==> src/cmp_pkg.sv <==
// Shared types and constants for the CoAP message parser.
`default_nettype none
package cmp_pkg;

  typedef enum logic [2:0] {
    PH_HDR  = 3'd0,
    PH_TOK  = 3'd1,
    PH_OPT  = 3'd2,
    PH_DEXT = 3'd3,
    PH_LEXT = 3'd4,
    PH_VAL  = 3'd5,
    PH_PAY  = 3'd6,
    PH_IGN  = 3'd7
  } phase_t;

  typedef enum logic [2:0] {
    ROLE_HDR     = 3'd0,
    ROLE_TOKEN   = 3'd1,
    ROLE_OPT_HDR = 3'd2,
    ROLE_OPT_EXT = 3'd3,
    ROLE_OPT_VAL = 3'd4,
    ROLE_MARKER  = 3'd5,
    ROLE_PAYLOAD = 3'd6,
    ROLE_IGNORED = 3'd7
  } role_t;

  localparam logic [7:0]  PAYLOAD_MARKER  = 8'hFF;
  localparam logic [1:0]  COAP_VERSION    = 2'd1;
  localparam logic [3:0]  TKL_MAX         = 4'd8;
  localparam logic [3:0]  NIB_EXT1        = 4'd13;
  localparam logic [3:0]  NIB_EXT2        = 4'd14;
  localparam logic [3:0]  NIB_RESERVED    = 4'd15;
  localparam logic [16:0] EXT1_BASE       = 17'd13;
  localparam logic [16:0] EXT2_BASE       = 17'd269;
  localparam logic [15:0] URI_PATH_OPTION = 16'd11;
  localparam logic [15:0] OPT_NUM_MAX     = 16'hFFFF;
  localparam logic [10:0] PAYLOAD_SAT     = 11'h7FF;

  typedef struct packed {
    role_t       role;
    logic [7:0]  data_out;
    logic [15:0] option_number;
    logic        uri_byte;
    logic        uri_slash;
    logic        done_res;
    logic        malformed;
    logic [1:0]  msg_type;
    logic [3:0]  token_length;
    logic [7:0]  request_code;
    logic [15:0] message_id;
    logic [10:0] payload_length;
  } res_t;

endpackage
`default_nettype wire

==> src/cmp_if.sv <==
// Valid/ready channel interfaces for datagram bytes and per-byte results.
`default_nettype none
interface cmp_byte_if;
  logic       valid;
  logic       ready;
  logic [7:0] data_byte;
  logic       last_byte;

  modport source (output valid, data_byte, last_byte, input ready);
  modport sink   (input valid, data_byte, last_byte, output ready);
endinterface

interface cmp_result_if;
  logic        valid;
  logic        ready;
  logic [2:0]  role;
  logic [7:0]  data_out;
  logic [15:0] option_number;
  logic        uri_byte;
  logic        uri_slash;
  logic        done_res;
  logic        malformed;
  logic [1:0]  msg_type;
  logic [3:0]  token_length;
  logic [7:0]  request_code;
  logic [15:0] message_id;
  logic [10:0] payload_length;

  modport source (output valid, role, data_out, option_number, uri_byte, uri_slash,
                  done_res, malformed, msg_type, token_length, request_code,
                  message_id, payload_length,
                  input ready);
  modport sink   (input valid, role, data_out, option_number, uri_byte, uri_slash,
                  done_res, malformed, msg_type, token_length, request_code,
                  message_id, payload_length,
                  output ready);
endinterface
`default_nettype wire

==> src/coap_message_parser.sv <==
// Top level of the CoAP message parser: byte decode and result buffering.
// Throughput: one datagram byte per cycle unless the output stalls, with one
// result per byte. Each result is registered into the output register, or into
// the skid entry during a stall; the parse state updates as the byte is
// accepted. While stalled, the two-entry buffer takes just one more request.
// Reset (rst, synchronous) returns the parser to the header phase, clears all
// counters and drops both buffer entries.
`default_nettype none
module coap_message_parser #(
  parameter int URI_MAX     = 128,
  parameter int MAX_MESSAGE = 1500
) (
  input  logic clk,
  input  logic rst,
  cmp_byte_if.sink     byte_stream,
  cmp_result_if.source result_stream
);
  import cmp_pkg::*;

  res_t res;      // decode of the byte at the input
  res_t res_out;  // buffered result at the output
  logic buf_ready;
  logic accept;

  // A request is taken whenever the skid entry is free; the parser state
  // only advances on an accepted byte.
  assign byte_stream.ready = buf_ready;
  assign accept            = byte_stream.valid && buf_ready;

  cmp_parse #(
    .URI_MAX     (URI_MAX),
    .MAX_MESSAGE (MAX_MESSAGE)
  ) u_parse (
    .clk       (clk),
    .rst       (rst),
    .accept    (accept),
    .data_byte (byte_stream.data_byte),
    .last_byte (byte_stream.last_byte),
    .res       (res)
  );

  cmp_out_buf u_out_buf (
    .clk       (clk),
    .rst       (rst),
    .push      (accept),
    .push_data (res),
    .ready     (buf_ready),
    .out_valid (result_stream.valid),
    .out_ready (result_stream.ready),
    .out_data  (res_out)
  );

  // Unpack the buffered result onto the channel fields.
  assign result_stream.role           = res_out.role;
  assign result_stream.data_out       = res_out.data_out;
  assign result_stream.option_number  = res_out.option_number;
  assign result_stream.uri_byte       = res_out.uri_byte;
  assign result_stream.uri_slash      = res_out.uri_slash;
  assign result_stream.done_res       = res_out.done_res;
  assign result_stream.malformed      = res_out.malformed;
  assign result_stream.msg_type       = res_out.msg_type;
  assign result_stream.token_length   = res_out.token_length;
  assign result_stream.request_code   = res_out.request_code;
  assign result_stream.message_id     = res_out.message_id;
  assign result_stream.payload_length = res_out.payload_length;

endmodule
`default_nettype wire

==> src/cmp_parse.sv <==
// Parse state registers and the per-byte decode of one CoAP datagram byte.
`default_nettype none
module cmp_parse #(
  parameter int URI_MAX     = 128,
  parameter int MAX_MESSAGE = 1500
) (
  input  logic          clk,
  input  logic          rst,
  input  logic          accept,
  input  logic [7:0]    data_byte,
  input  logic          last_byte,
  output cmp_pkg::res_t res
);
  import cmp_pkg::*;

  localparam int UW = $clog2(URI_MAX);
  localparam int BW = $clog2(MAX_MESSAGE + 1);
  localparam logic [UW-1:0] URI_LIM  = UW'(URI_MAX - 1);
  localparam logic [BW-1:0] MSG_LIM  = BW'(MAX_MESSAGE);

  phase_t        phase, phase_next;
  logic [1:0]    header_count, header_count_next;
  logic [3:0]    token_remaining, token_remaining_next;
  logic [3:0]    delta_nibble, delta_nibble_next;
  logic [3:0]    length_nibble, length_nibble_next;
  logic [1:0]    ext_remaining, ext_remaining_next;
  logic [15:0]   ext_accum, ext_accum_next;
  logic [16:0]   value_remaining, value_remaining_next;
  logic [15:0]   last_option, last_option_next;
  logic [UW-1:0] uri_length, uri_length_next;
  logic [1:0]    msg_type, msg_type_next;
  logic [3:0]    tkl, tkl_next;
  logic [7:0]    code, code_next;
  logic [15:0]   mid, mid_next;
  logic          error_flag, error_flag_next;
  logic [10:0]   payload_count, payload_count_next;
  logic          seg_start, seg_start_next;
  logic [BW-1:0] byte_count, byte_count_next;

  // decode temporaries
  logic [15:0]   ext_acc_new;
  logic [3:0]    ext_nib, len_nib;
  logic [16:0]   ext_val, delta_d, start_len;
  logic [17:0]   opt_sum;
  logic          do_delta, do_after, do_start;
  logic          us, ub;
  logic [UW-1:0] uri_step;

  always_comb begin
    phase_next           = phase;
    header_count_next    = header_count;
    token_remaining_next = token_remaining;
    delta_nibble_next    = delta_nibble;
    length_nibble_next   = length_nibble;
    ext_remaining_next   = ext_remaining;
    ext_accum_next       = ext_accum;
    value_remaining_next = value_remaining;
    last_option_next     = last_option;
    uri_length_next      = uri_length;
    msg_type_next        = msg_type;
    tkl_next             = tkl;
    code_next            = code;
    mid_next             = mid;
    error_flag_next      = error_flag;
    payload_count_next   = payload_count;
    seg_start_next       = seg_start;
    byte_count_next      = byte_count;

    res           = '0;
    res.role      = ROLE_IGNORED;
    res.data_out  = data_byte;

    ext_acc_new = {ext_accum[7:0], data_byte};
    ext_nib     = (phase == PH_DEXT) ? delta_nibble : length_nibble;
    ext_val     = ((ext_nib == NIB_EXT1) ? EXT1_BASE : EXT2_BASE) + {1'b0, ext_acc_new};
    delta_d     = (phase == PH_OPT) ? {13'd0, data_byte[7:4]} : ext_val;
    len_nib     = (phase == PH_OPT) ? data_byte[3:0] : length_nibble;
    opt_sum     = {2'b00, last_option} + {1'b0, delta_d};
    do_delta    = 1'b0;
    do_after    = 1'b0;
    do_start    = 1'b0;
    start_len   = ext_val;
    us          = 1'b0;
    ub          = 1'b0;
    uri_step    = uri_length;

    if (byte_count >= MSG_LIM) begin
      error_flag_next = 1'b1;
    end else begin
      byte_count_next = byte_count + 1'b1;
      unique case (phase)
        PH_HDR: begin
          res.role = ROLE_HDR;
          unique case (header_count)
            2'd0: begin
              if (data_byte[7:6] != COAP_VERSION || data_byte[3:0] > TKL_MAX) begin
                error_flag_next = 1'b1;
              end
              msg_type_next        = data_byte[5:4];
              tkl_next             = data_byte[3:0];
              code_next            = '0;
              mid_next             = '0;
              token_remaining_next = data_byte[3:0];
            end
            2'd1: code_next = data_byte;
            2'd2: mid_next[15:8] = data_byte;
            default: begin
              mid_next[7:0] = data_byte;
              if (error_flag) begin
                phase_next = PH_IGN;
              end else begin
                phase_next = (token_remaining != '0) ? PH_TOK : PH_OPT;
              end
            end
          endcase
          header_count_next = header_count + 2'd1;
        end
        PH_TOK: begin
          res.role             = ROLE_TOKEN;
          token_remaining_next = token_remaining - 4'd1;
          if (token_remaining_next == '0) begin
            phase_next = PH_OPT;
          end
        end
        PH_OPT: begin
          if (data_byte == PAYLOAD_MARKER) begin
            res.role   = ROLE_MARKER;
            phase_next = PH_PAY;
          end else begin
            res.role           = ROLE_OPT_HDR;
            delta_nibble_next  = data_byte[7:4];
            length_nibble_next = data_byte[3:0];
            if (data_byte[7:4] == NIB_RESERVED || data_byte[3:0] == NIB_RESERVED) begin
              error_flag_next = 1'b1;
              phase_next      = PH_IGN;
            end else if (data_byte[7:4] >= NIB_EXT1) begin
              ext_remaining_next = (data_byte[7:4] == NIB_EXT1) ? 2'd1 : 2'd2;
              ext_accum_next     = '0;
              phase_next         = PH_DEXT;
            end else begin
              do_delta = 1'b1;
              do_after = 1'b1;
            end
          end
        end
        PH_DEXT, PH_LEXT: begin
          res.role           = ROLE_OPT_EXT;
          ext_accum_next     = ext_acc_new;
          ext_remaining_next = ext_remaining - 2'd1;
          if (ext_remaining_next == '0) begin
            if (phase == PH_DEXT) begin
              do_delta = 1'b1;
              do_after = 1'b1;
            end else begin
              do_start = 1'b1;
            end
          end
        end
        PH_VAL: begin
          res.role = ROLE_OPT_VAL;
          if (last_option == URI_PATH_OPTION) begin
            // separator only between segments, and only while it still fits
            us       = seg_start && (uri_length != '0) && (uri_length < URI_LIM);
            uri_step = uri_length + UW'(us);
            ub       = uri_step < URI_LIM;
            uri_length_next = uri_step + UW'(ub);
          end
          seg_start_next       = 1'b0;
          value_remaining_next = value_remaining - 17'd1;
          if (value_remaining_next == '0) begin
            phase_next = PH_OPT;
          end
        end
        PH_PAY: begin
          res.role = ROLE_PAYLOAD;
          if (payload_count < PAYLOAD_SAT) begin
            payload_count_next = payload_count + 11'd1;
          end
        end
        default: res.role = ROLE_IGNORED;
      endcase
    end

    if (do_delta) begin
      last_option_next = (opt_sum > {2'b00, OPT_NUM_MAX}) ? OPT_NUM_MAX : opt_sum[15:0];
    end
    if (do_after) begin
      if (len_nib >= NIB_EXT1) begin
        ext_remaining_next = (len_nib == NIB_EXT1) ? 2'd1 : 2'd2;
        ext_accum_next     = '0;
        phase_next         = PH_LEXT;
      end else begin
        do_start  = 1'b1;
        start_len = {13'd0, len_nib};
      end
    end
    if (do_start) begin
      value_remaining_next = start_len;
      seg_start_next       = 1'b1;
      phase_next           = (start_len != '0) ? PH_VAL : PH_OPT;
    end

    res.uri_byte  = ub;
    res.uri_slash = us;
    if (res.role == ROLE_OPT_HDR || res.role == ROLE_OPT_EXT || res.role == ROLE_OPT_VAL) begin
      res.option_number = last_option_next;
    end

    if (last_byte) begin
      res.done_res       = 1'b1;
      res.malformed      = error_flag_next
                           || (phase_next != PH_OPT && phase_next != PH_PAY)
                           || (phase_next == PH_PAY && payload_count_next == '0);
      res.msg_type       = msg_type_next;
      res.token_length   = tkl_next;
      res.request_code   = code_next;
      res.message_id     = mid_next;
      res.payload_length = payload_count_next;

      phase_next           = PH_HDR;
      header_count_next    = '0;
      token_remaining_next = '0;
      delta_nibble_next    = '0;
      length_nibble_next   = '0;
      ext_remaining_next   = '0;
      ext_accum_next       = '0;
      value_remaining_next = '0;
      last_option_next     = '0;
      uri_length_next      = '0;
      msg_type_next        = '0;
      tkl_next             = '0;
      code_next            = '0;
      mid_next             = '0;
      error_flag_next      = 1'b0;
      payload_count_next   = '0;
      seg_start_next       = 1'b0;
      byte_count_next      = '0;
    end
  end

  always_ff @(posedge clk) begin
    if (rst) begin
      phase           <= PH_HDR;
      header_count    <= '0;
      token_remaining <= '0;
      delta_nibble    <= '0;
      length_nibble   <= '0;
      ext_remaining   <= '0;
      ext_accum       <= '0;
      value_remaining <= '0;
      last_option     <= '0;
      uri_length      <= '0;
      msg_type        <= '0;
      tkl             <= '0;
      code            <= '0;
      mid             <= '0;
      error_flag      <= 1'b0;
      payload_count   <= '0;
      seg_start       <= 1'b0;
      byte_count      <= '0;
    end else if (accept) begin
      phase           <= phase_next;
      header_count    <= header_count_next;
      token_remaining <= token_remaining_next;
      delta_nibble    <= delta_nibble_next;
      length_nibble   <= length_nibble_next;
      ext_remaining   <= ext_remaining_next;
      ext_accum       <= ext_accum_next;
      value_remaining <= value_remaining_next;
      last_option     <= last_option_next;
      uri_length      <= uri_length_next;
      msg_type        <= msg_type_next;
      tkl             <= tkl_next;
      code            <= code_next;
      mid             <= mid_next;
      error_flag      <= error_flag_next;
      payload_count   <= payload_count_next;
      seg_start       <= seg_start_next;
      byte_count      <= byte_count_next;
    end
  end

  a_end_restarts: assert property (@(posedge clk) disable iff (rst)
    accept && last_byte |=> phase == PH_HDR && header_count == '0 && !error_flag
                            && byte_count == '0)
    else $error("parser did not restart after the last byte");

  a_path_bound: assert property (@(posedge clk) disable iff (rst)
    uri_length <= URI_LIM)
    else $error("uri path length beyond limit");

  a_token_live: assert property (@(posedge clk) disable iff (rst)
    phase == PH_TOK |-> token_remaining != '0)
    else $error("token phase with no token bytes left");

  a_ext_live: assert property (@(posedge clk) disable iff (rst)
    (phase == PH_DEXT || phase == PH_LEXT) |-> ext_remaining != '0)
    else $error("extension phase with no extension bytes left");

endmodule
`default_nettype wire

==> src/cmp_out_buf.sv <==
// Two-entry result buffer: output register plus a skid entry.
`default_nettype none
module cmp_out_buf (
  input  logic          clk,
  input  logic          rst,
  input  logic          push,
  input  cmp_pkg::res_t push_data,
  output logic          ready,
  output logic          out_valid,
  input  logic          out_ready,
  output cmp_pkg::res_t out_data
);
  import cmp_pkg::*;

  res_t skid;
  logic skid_valid;
  logic pop;

  assign ready = !skid_valid;
  assign pop   = out_valid && out_ready;

  always_ff @(posedge clk) begin
    if (rst) begin
      out_valid  <= 1'b0;
      skid_valid <= 1'b0;
    end else if (!out_valid || pop) begin
      out_valid  <= skid_valid || push;
      skid_valid <= 1'b0;
    end else if (push) begin
      skid_valid <= 1'b1;
    end
  end

  always_ff @(posedge clk) begin
    if (!out_valid || pop) begin
      out_data <= skid_valid ? skid : push_data;
    end else if (push) begin
      skid <= push_data;
    end
  end

  a_skid_behind_out: assert property (@(posedge clk) disable iff (rst)
    skid_valid |-> out_valid)
    else $error("skid entry held with empty output register");

  a_stall_fills_skid: assert property (@(posedge clk) disable iff (rst)
    push && out_valid && !out_ready |=> skid_valid && out_valid)
    else $error("request taken during stall was not held");

endmodule
`default_nettype wire

==> src/flat_wrapper.sv <==
// flat-port wrapper written by rule: the top's interface ports become plain ports
module coap_message_parser_flat import cmp_pkg::*;
#(
  parameter int URI_MAX     = 128,
  parameter int MAX_MESSAGE = 1500
)
  (clk, rst, byte_stream_valid, byte_stream_data_byte, byte_stream_last_byte, byte_stream_ready, result_stream_valid, result_stream_role, result_stream_data_out, result_stream_option_number, result_stream_uri_byte, result_stream_uri_slash, result_stream_done_res, result_stream_malformed, result_stream_msg_type, result_stream_token_length, result_stream_request_code, result_stream_message_id, result_stream_payload_length, result_stream_ready);
  cmp_byte_if byte_stream_i ();
  cmp_result_if result_stream_i ();
  input  logic clk;
  input  logic rst;
  input wire logic [$bits(byte_stream_i.valid)-1:0] byte_stream_valid;
  input wire logic [$bits(byte_stream_i.data_byte)-1:0] byte_stream_data_byte;
  input wire logic [$bits(byte_stream_i.last_byte)-1:0] byte_stream_last_byte;
  output wire logic [$bits(byte_stream_i.ready)-1:0] byte_stream_ready;
  output wire logic [$bits(result_stream_i.valid)-1:0] result_stream_valid;
  output wire logic [$bits(result_stream_i.role)-1:0] result_stream_role;
  output wire logic [$bits(result_stream_i.data_out)-1:0] result_stream_data_out;
  output wire logic [$bits(result_stream_i.option_number)-1:0] result_stream_option_number;
  output wire logic [$bits(result_stream_i.uri_byte)-1:0] result_stream_uri_byte;
  output wire logic [$bits(result_stream_i.uri_slash)-1:0] result_stream_uri_slash;
  output wire logic [$bits(result_stream_i.done_res)-1:0] result_stream_done_res;
  output wire logic [$bits(result_stream_i.malformed)-1:0] result_stream_malformed;
  output wire logic [$bits(result_stream_i.msg_type)-1:0] result_stream_msg_type;
  output wire logic [$bits(result_stream_i.token_length)-1:0] result_stream_token_length;
  output wire logic [$bits(result_stream_i.request_code)-1:0] result_stream_request_code;
  output wire logic [$bits(result_stream_i.message_id)-1:0] result_stream_message_id;
  output wire logic [$bits(result_stream_i.payload_length)-1:0] result_stream_payload_length;
  input wire logic [$bits(result_stream_i.ready)-1:0] result_stream_ready;
  assign byte_stream_i.valid = byte_stream_valid;
  assign byte_stream_i.data_byte = byte_stream_data_byte;
  assign byte_stream_i.last_byte = byte_stream_last_byte;
  assign byte_stream_ready = byte_stream_i.ready;
  assign result_stream_valid = result_stream_i.valid;
  assign result_stream_role = result_stream_i.role;
  assign result_stream_data_out = result_stream_i.data_out;
  assign result_stream_option_number = result_stream_i.option_number;
  assign result_stream_uri_byte = result_stream_i.uri_byte;
  assign result_stream_uri_slash = result_stream_i.uri_slash;
  assign result_stream_done_res = result_stream_i.done_res;
  assign result_stream_malformed = result_stream_i.malformed;
  assign result_stream_msg_type = result_stream_i.msg_type;
  assign result_stream_token_length = result_stream_i.token_length;
  assign result_stream_request_code = result_stream_i.request_code;
  assign result_stream_message_id = result_stream_i.message_id;
  assign result_stream_payload_length = result_stream_i.payload_length;
  assign result_stream_i.ready = result_stream_ready;
  coap_message_parser #(.URI_MAX(URI_MAX), .MAX_MESSAGE(MAX_MESSAGE)) u_core (.clk(clk), .rst(rst), .byte_stream(byte_stream_i), .result_stream(result_stream_i));
endmodule
==> config.mk <==
export PLATFORM = sky130hd
export DESIGN_NAME = coap_message_parser_flat
export DESIGN_NICKNAME = d
export VERILOG_FILES = /design/src/cmp_pkg.sv /design/src/cmp_if.sv /design/src/coap_message_parser.sv /design/src/cmp_parse.sv /design/src/cmp_out_buf.sv /design/src/flat_wrapper.sv
export SDC_FILE = /design/constraint.sdc
export NUM_CORES = 1
export LEC_CHECK = 0
export BUFFER_PORTS_ARGS = -buffer_cell sky130_fd_sc_hd__buf_4
export CAP_MARGIN = 20
export CORE_ASPECT_RATIO = 2
export CORE_MARGIN = 1.5
export CORE_UTILIZATION = 41
export CTS_CLUSTER_SIZE = 25
export DETAILED_ROUTE_END_ITERATION = 8
export MAX_ROUTING_LAYER = met4
export PLACE_DENSITY = 0.66
export SLEW_MARGIN = 25
export SYNTH_ARGS = -nofsm -noshare
export SYNTH_HDL_FRONTEND = slang
export SYNTH_HIERARCHICAL = 1
export SYNTH_SLANG_ARGS = --single-unit
export TNS_END_PERCENT = 20
==> constraint.sdc <==
create_clock -name clk -period 7.4 [get_ports clk]
set_input_delay 0.37 -clock clk [delete_from_list [all_inputs] [get_ports clk]]
set_output_delay 0.37 -clock clk [all_outputs]
set_load 0.03 [all_outputs]
==> out/results.tsv, run 1 <==
stage	metric	value	unit
run_status	status	completed	
clocking	post_cts_buffers	0	
min_path	min_path_type	in2reg	
power_and_ir_drop	ir_worst_vdd	167	uV
sta	rsz0062_at_grt	false	
route	vias_per_cell	5.98	
synthesis	synth_top_area_frac	0.292	
synthesis	synth_edf_count	144	
setup_path	path_class	reg2reg	
final_layout	drive_gt1_frac	0.158	
sta	finClkSkew	0.0323	ns
power_and_ir_drop	power_frac_comb	0.117	
sta	max_freq	168	MHz
power_and_ir_drop	clkPwrFrac	0.381	
global_route	overflow	0	
global_route	grt_pass1_vias	11400	
final_layout	layout_commonest_cell	nor2_1	
synthesis	synth_area_per_cell	9.84	um2
synthesis	ys.flop_type	edfxtp_1	
global_route	grt_first_pass_wirelength	62.3	mm
clocking	cts_sinks	267	
clocking	cts_hold_buf	0	
power_and_ir_drop	power_density	199	nW/um2
synthesis	syn_inst	1505	
route	ant_nets	0	
synthesis	async_flop_share	0	
synthesis	synth_nets	1555	
final_layout	final_cell_mix	202 x nor2_1, 144 x edfxtp_1, 122 x dfxtp_1	
power_and_ir_drop	seqPwrFrac	0.502	
sta	min_period	5.94	ns
placed_design	io_buffers	86	
route	route.vias.total	11800	
die	die_h	272	um
clocking	cts_resized	0	
synthesis	yosysWarnings	6	
power_and_ir_drop	p_sw_frac	0.262	
job	max_cap_viol_count	0	
setup_path	endpoint_kind	register	
sta	drv_slew	0	
synthesis	yosysSeqAreaShare	0.458	
route	drc	0	
sta	setup_viol	0	
sta	finalCritPeriodShare	0.803	
clocking	ctsRootBufferMaster	clkbuf_16	
synthesis	ys_top_cells_by_area	edfxtp_1 29%, dfxtp_1 17%, mux2_4 5.9%	
route	wl_per_cell	20.5	um
global_route	antenna_found_initial	0	
clocking	cts_buffers	24	
setup_path	critPathRequiredTime	7.72	ns
synthesis	ys_seq_elements	267	
power_and_ir_drop	intPower	2390	uW
final_layout	nets	1556	
sta	relSlewSlack	0.258	
synthesis	synth.distinct_cells	87	
sta	hold_viol	0	
clocking	clkTransAtPathRegs	0.07	ns
global_route	grt_max_degree	87	
final_layout	antenna_cells	0	
global_route	track_usage	0.222	
sta	fin_setup_tns	0	ns
setup_path	r2r_slack	1.46	ns
die	die_w	137	um
route	dr.pass1.iters	8	
synthesis	syn_area	14800	um2
die	dieArea	37300	um2
placed_design	dp_hpwl	28.9	mm
clocking	worstSkewPairLatency	0.56	ns
route	drtIter0Drc	1066	
placed_design	dpl_cell_area	15500	um2
route	wirelength	40.5	mm
final_layout	synthToLayoutAreaGrowth	9.89	%
final_layout	utilization	0.456	
setup_path	critPathMaxFanout	16	
clocking	cts_tree	done	
die	io_pins	87	
die	start_util	0.415	
clocking	htreeDepth	1	
setup_path	cp_data_arrival_time	6.26	ns
power_and_ir_drop	p_switching	849	uW
die	num_rows	98	
final_layout	final_area	16300	um2
setup_path	startpoint_type	register	
clocking	cts_buffer_depth	3	
sta	worst_pin_slew	1.11	ns
die	core	35700	um2
synthesis	yosys.area.top_type	edfxtp_1	
placed_design	place.gp.congestion	0.916	
power_and_ir_drop	power_leakage	0.00616	uW
==> worst max-delay path: stages (launching register included) <==
cell       delay (ns)
dfxtp_1          0.60
nor2b_1          0.29
nand2_1          0.17
o22a_1           0.29
ha_1             0.35
a31o_2           0.27
nand2_1          0.09
xor2_1           0.27
nor2_1           0.08
ha_1             0.37
a21o_1           0.21
a21o_1           0.19
a21oi_1          0.14
o31ai_1          0.18
a2111oi_0        0.60
a211oi_1         0.23
nor2_1           0.74
a311oi_1         0.28
mux2_4           0.33
==> power by group through the flow <==
stage	clock network, uW	logic [uW]	registers (uW)
final	1230	379	1620
after global routing	1320	405	1630
after CTS	1270	378	1620
after detailed placement	0	377	1660
after global placement	0	374	1660
after floorplan	0	213	1700
==> stage by stage <==
stage          hold slack (ns)  power, uW  cells  setup slack [ns]
6_report                 0.139       3240   1974              1.46
5_1_grt                  0.135       3350   1974             0.954
4_1_cts                  0.113       3270   1974              1.55
3_5_place_dp             0.477       2030   1930              1.55
3_3_place_gp             0.467       2030   1930              1.68
2_1_floorplan            0.439       1920   1505              1.44
==> metal layers <==
layer,GRT usage,vias up,routed length [um]
met1,0.216,5718,14100
met4,0.147,0,2840
li1,-,5558,-
met5,-,-,0
met3,0.0217,145,1650
met2,0.406,381,21900
==> cell type report <==
| class | instances | area [um2] |
|---|---|---|
| Timing Repair Buffer | 98 | 736 |
| Fill cell | 3360 | 19400 |
| Clock buffer | 33 | 697 |
| Multi-Input combinational cell | 1079 | 7260 |
| Tap cell | 450 | 563 |
| Clock inverter | 11 | 85.1 |
| Sequential cell | 267 | 6790 |
| Inverter | 36 | 135 |
==> path summary, 6_finish.rpt <==
check / from / end / depth (start not counted)
worst max register to register: u_core/u_parse/phase[1]$_SDFFE_PP0P_ / u_core/u_out_buf/out_data[46]$_DFFE_PP_ / 18
worst min-delay path: rst / u_core/u_parse/uri_length[0]$_SDFFE_PP0P_ / 2
worst min register to register: u_core/u_parse/tkl[0]$_SDFFE_PP0P_ / u_core/u_parse/tkl[0]$_SDFFE_PP0P_ / 2
worst max-delay path: u_core/u_parse/phase[1]$_SDFFE_PP0P_ / u_core/u_out_buf/out_data[46]$_DFFE_PP_ / 18
==> Yosys cell counts, types with 8 or more instances <==
cell / count
a311oi_1: 15
o21ai_0: 55
a22o_1: 18
nor2_1: 204
o21a_1: 12
nor3_1: 44
o211ai_1: 8
o21ai_1: 9
and3_1: 18
buf_4: 12
and2_1: 27
dfxtp_1: 123
mux2_2: 16
inv_1: 35
nor2b_1: 10
a31oi_1: 14
nor4_1: 15
nand3_1: 39
buf_6: 17
xor2_1: 26
clkbuf_1: 82
edfxtp_1: 144
o22ai_1: 11
a22oi_1: 68
a211o_1: 8
a21oi_1: 74
ha_1: 36
a211oi_1: 11
xnor2_1: 27
mux2_4: 58
nand2_1: 103
a21o_1: 12
nand4_1: 17
==> registers in the layout, summed over array words and instances (netlist names), 11 cells and up <==
signal / cells
u_core/u_out_buf/out_data: 72
u_core/u_out_buf/skid: 72
u_core/u_parse/value_remaining: 17
u_core/u_parse/last_option: 16
u_core/u_parse/mid: 16
u_core/u_parse/byte_count: 11
u_core/u_parse/payload_count: 11
==> kinds of logic (layout without fill, tap and decap cells) <==
kind of cell    Yosys count  count (layout)  synth area share
compound gates          380             380             0.178
simple gates            529             529             0.173
buf+inv                 159             178            0.0526
fa+ha+maj                37              37            0.0318
mux                      80              80            0.0750
flops                   267             267             0.458
xor+xnor                 53              53            0.0314
(Power assumes the default switching activity.)
==> run 2, diff against run 1 <==
--- a/config.mk
+++ b/config.mk
@@ -5,6 +5,7 @@
 export SDC_FILE = /design/constraint.sdc
 export NUM_CORES = 1
 export LEC_CHECK = 0
+export ABC_AREA = 1
 export BUFFER_PORTS_ARGS = -buffer_cell sky130_fd_sc_hd__buf_4
 export CAP_MARGIN = 20
 export CORE_ASPECT_RATIO = 2
==> constraint.sdc (replaced) <==
create_clock -name clk -period 5.77 [get_ports clk]
set_input_delay 0.2885 -clock clk [delete_from_list [all_inputs] [get_ports clk]]
set_output_delay 0.2885 -clock clk [all_outputs]
set_load 0.03 [all_outputs]
==> run 2 against run 1 <==
Against the previous run: first-iteration DRC count decreased by 21%; clock power grew 37%; die area shrank 2.1%; synthesized cell count rose by 24%; register-to-register slack got worse by 0.31 ns; global-route usage up 1.6 points; non-clock buffer count increased by 1; combinational power is 30% higher; sequential cell count unchanged; critical endpoint is now u_core/u_out_buf/out_data[60]$_DFFE_PP_; largest cell class is now flip-flops and latches; largest power group unchanged.
==> out/results.tsv, run 2 <==
stage	metric	value	unit
run_status	status	completed	
setup_path	cp_num_buf_inv	3	
sta	worst_slack	1.14	ns
synthesis	yosysMostFrequentCell	nand2_1	
sta	worst_pin_slew	1.04	ns
clocking	cts_tree	done	
final_layout	final-instance-count-excl-fill	2365	
route	wirelength	42.5	mm
global_route	antenna_found_initial	0	
clocking	cts_buffer_depth	3	
sta	hold_viol	0	
route	route.vias.total	12800	
route	dr.pass1.iters	5	
synthesis	yosysWarnings	6	
placed_design	dpl.cell_count	2321	
clocking	cts_hold_buf	0	
synthesis	ys.flop_type	edfxtp_1	
clocking	worstSkewPairLatency	0.55	ns
sta	whs	0.0653	ns
global_route	overflow	0	
final_layout	antenna_cells	0	
clocking	post_cts_buffers	0	
sta	rsz0062_at_grt	false	
route	drc	0	
setup_path	path_common_cell	nand2_1	
die	core	35000	um2
sta	setup_viol	0	
clocking	ctsRootBufferMaster	clkbuf_16	
setup_path	slowest_stage	nand2_1	
sta	finalCritPeriodShare	0.802	
route	ant_nets	0	
sta	fin_setup_tns	0	ns
die	die_w	136	um
synthesis	syn_inst	1862	
final_layout	nets	1952	
sta	drv_slew	0	
setup_path	endpoint_kind	register	
clocking	cts_buffers	24	
placed_design	dp_hpwl	30.7	mm
synthesis	yosysSeqAreaShare	0.468	
global_route	grt_max_degree	75	
sta	finClkSkew	0.0164	ns
synthesis	async_flop_share	0	
setup_path	cp_data_arrival_time	4.92	ns
setup_path	critPathRequiredTime	6.07	ns
sta	min_period	4.63	ns
die	die_h	269	um
synthesis	synth_edf_count	144	
clocking	cts_resized	0	
synthesis	ys_top_cells_by_area	edfxtp_1 30%, dfxtp_1 17%, nand2_1 16%	
route	drtIter0Drc	846	
global_route	grt_pass1_vias	12600	
final_layout	final_cell_mix	602 x nand2_1, 183 x nor2_1, 147 x a21oi_1	
synthesis	synth_area_per_cell	7.78	um2
sta	max_freq	216	MHz
placed_design	io_buffers	86	
job	max_cap_viol_count	0	
final_layout	drive_gt1_frac	0.111	
clocking	clkTransAtPathRegs	0.07	ns
die	start_util	0.415	
final_layout	fillCellCount	3468	
placed_design	place.gp.congestion	0.975	
synthesis	synth.distinct_cells	61	
clocking	htreeDepth	1	
synthesis	synth_nets	1912	
synthesis	synth_top_area_frac	0.298	
sta	relSlewSlack	0.302	
power_and_ir_drop	power_leakage	0.00676	uW
global_route	grt_first_pass_wirelength	65.8	mm
min_path	min_path_type	in2reg	
final_layout	synthToLayoutAreaGrowth	11.4	%
setup_path	path_class	reg2reg	
power_and_ir_drop	ir_worst_vdd	242	uV
synthesis	syn_area	14500	um2
route	wl_per_cell	18.0	um
setup_path	slowest_delay	0.48	ns
setup_path	critPathMaxFanout	16	
final_layout	layout_commonest_cell	nand2_1	
setup_path	cp_top_family	simple AND/OR/NAND/NOR gates	
placed_design	place_ws	1.24	ns
global_route	track_usage	0.238	
die	io_pins	87	
setup_path	startpoint_type	register	
synthesis	yosys.area.top_type	edfxtp_1	
synthesis	synthTopCellsByCount	603 x nand2_1, 185 x nor2_1, 147 x a21oi_1	
route	vias_per_cell	5.42	
die	dieArea	36600	um2
synthesis	ys_seq_elements	267	
power_and_ir_drop	finalPower	4270	uW
die	num_rows	97	
final_layout	reg_top3	u_core/u_out_buf/out_data (72), u_core/u_out_buf/skid (72), u_core/u_parse/value_remaining (17)	
power_and_ir_drop	power_density	264	nW/um2
clocking	cts_sinks	267	
-- run 2: metal layers --
metal	vias to the layer above	wire length [um]	GRT usage
li1	6231	-	-
met1	6044	15200	0.234
met2	384	22500	0.439
met3	170	1680	0.0222
met4	0	3080	0.157
met5	-	0	-
-- run 2: logic make-up (layout without fill, tap and decap cells) --
logic type               Yosys count  count (layout)  synth area share
AO/OA/AOI/OAI                    287             287             0.117
XOR/XNOR                          33              33            0.0199
adder cells (fa/ha/maj)           37              37            0.0325
buffers and inverters            238             296            0.0726
flip-flops                       267             267             0.468
AND/OR/NAND/NOR                 1000            1000             0.290
-- run 2: report_power, final --
part           internal, uW  switching, uW  leakage [uW]
logic                   138            356       0.00390
registers              2070           29.8       0.00247
clock network           945            734      0.000393
-- run 2: path summary, 6_finish.rpt --
kind	from	endpoint	slack, ns	cells past startpoint
worst max register to register	u_core/u_parse/phase[1]$_SDFFE_PP0P_	u_core/u_out_buf/out_data[60]$_DFFE_PP_	1.14	26
worst min-delay path	result_stream_ready	u_core/u_out_buf/skid_valid$_SDFFE_PP0P_	0.07	4
worst max-delay path	u_core/u_parse/phase[1]$_SDFFE_PP0P_	u_core/u_out_buf/out_data[60]$_DFFE_PP_	1.14	26
worst min register to register	u_core/u_parse/code[6]$_SDFFE_PP0P_	u_core/u_parse/code[6]$_SDFFE_PP0P_	0.47	2
-- run 2: area by class of cell --
class,instances,area [um2],area share
flip-flops and latches,267,6790,0.420
well taps,445,557,0.0345
multi-input cells,1357,6680,0.414
inverters,153,574,0.0356
clock buffers,33,666,0.0412
repair buffers,99,743,0.0460
clock inverters,11,135,0.00837
-- run 2: metrics by stage --
| stage | area, um2 | utilization |
|---|---|---|
| finish | 16100 | 0.462 |
| global route | 16100 | 0.462 |
| CTS | 16100 | 0.462 |
| detailed placement | 15300 | 0.439 |
| global placement | 15300 | 0.439 |
| floorplan | 14500 | - |
-- run 2: worst register-to-register path: cells and delay by family (launching register included) --
kind,cells,cell delay (ns)
and+or+nand+nor,18,2.20
adders and majority gates,2,0.79
AOI/OAI and AO/OA,3,0.65
DFF,1,0.47
buffers and inverters,3,0.26
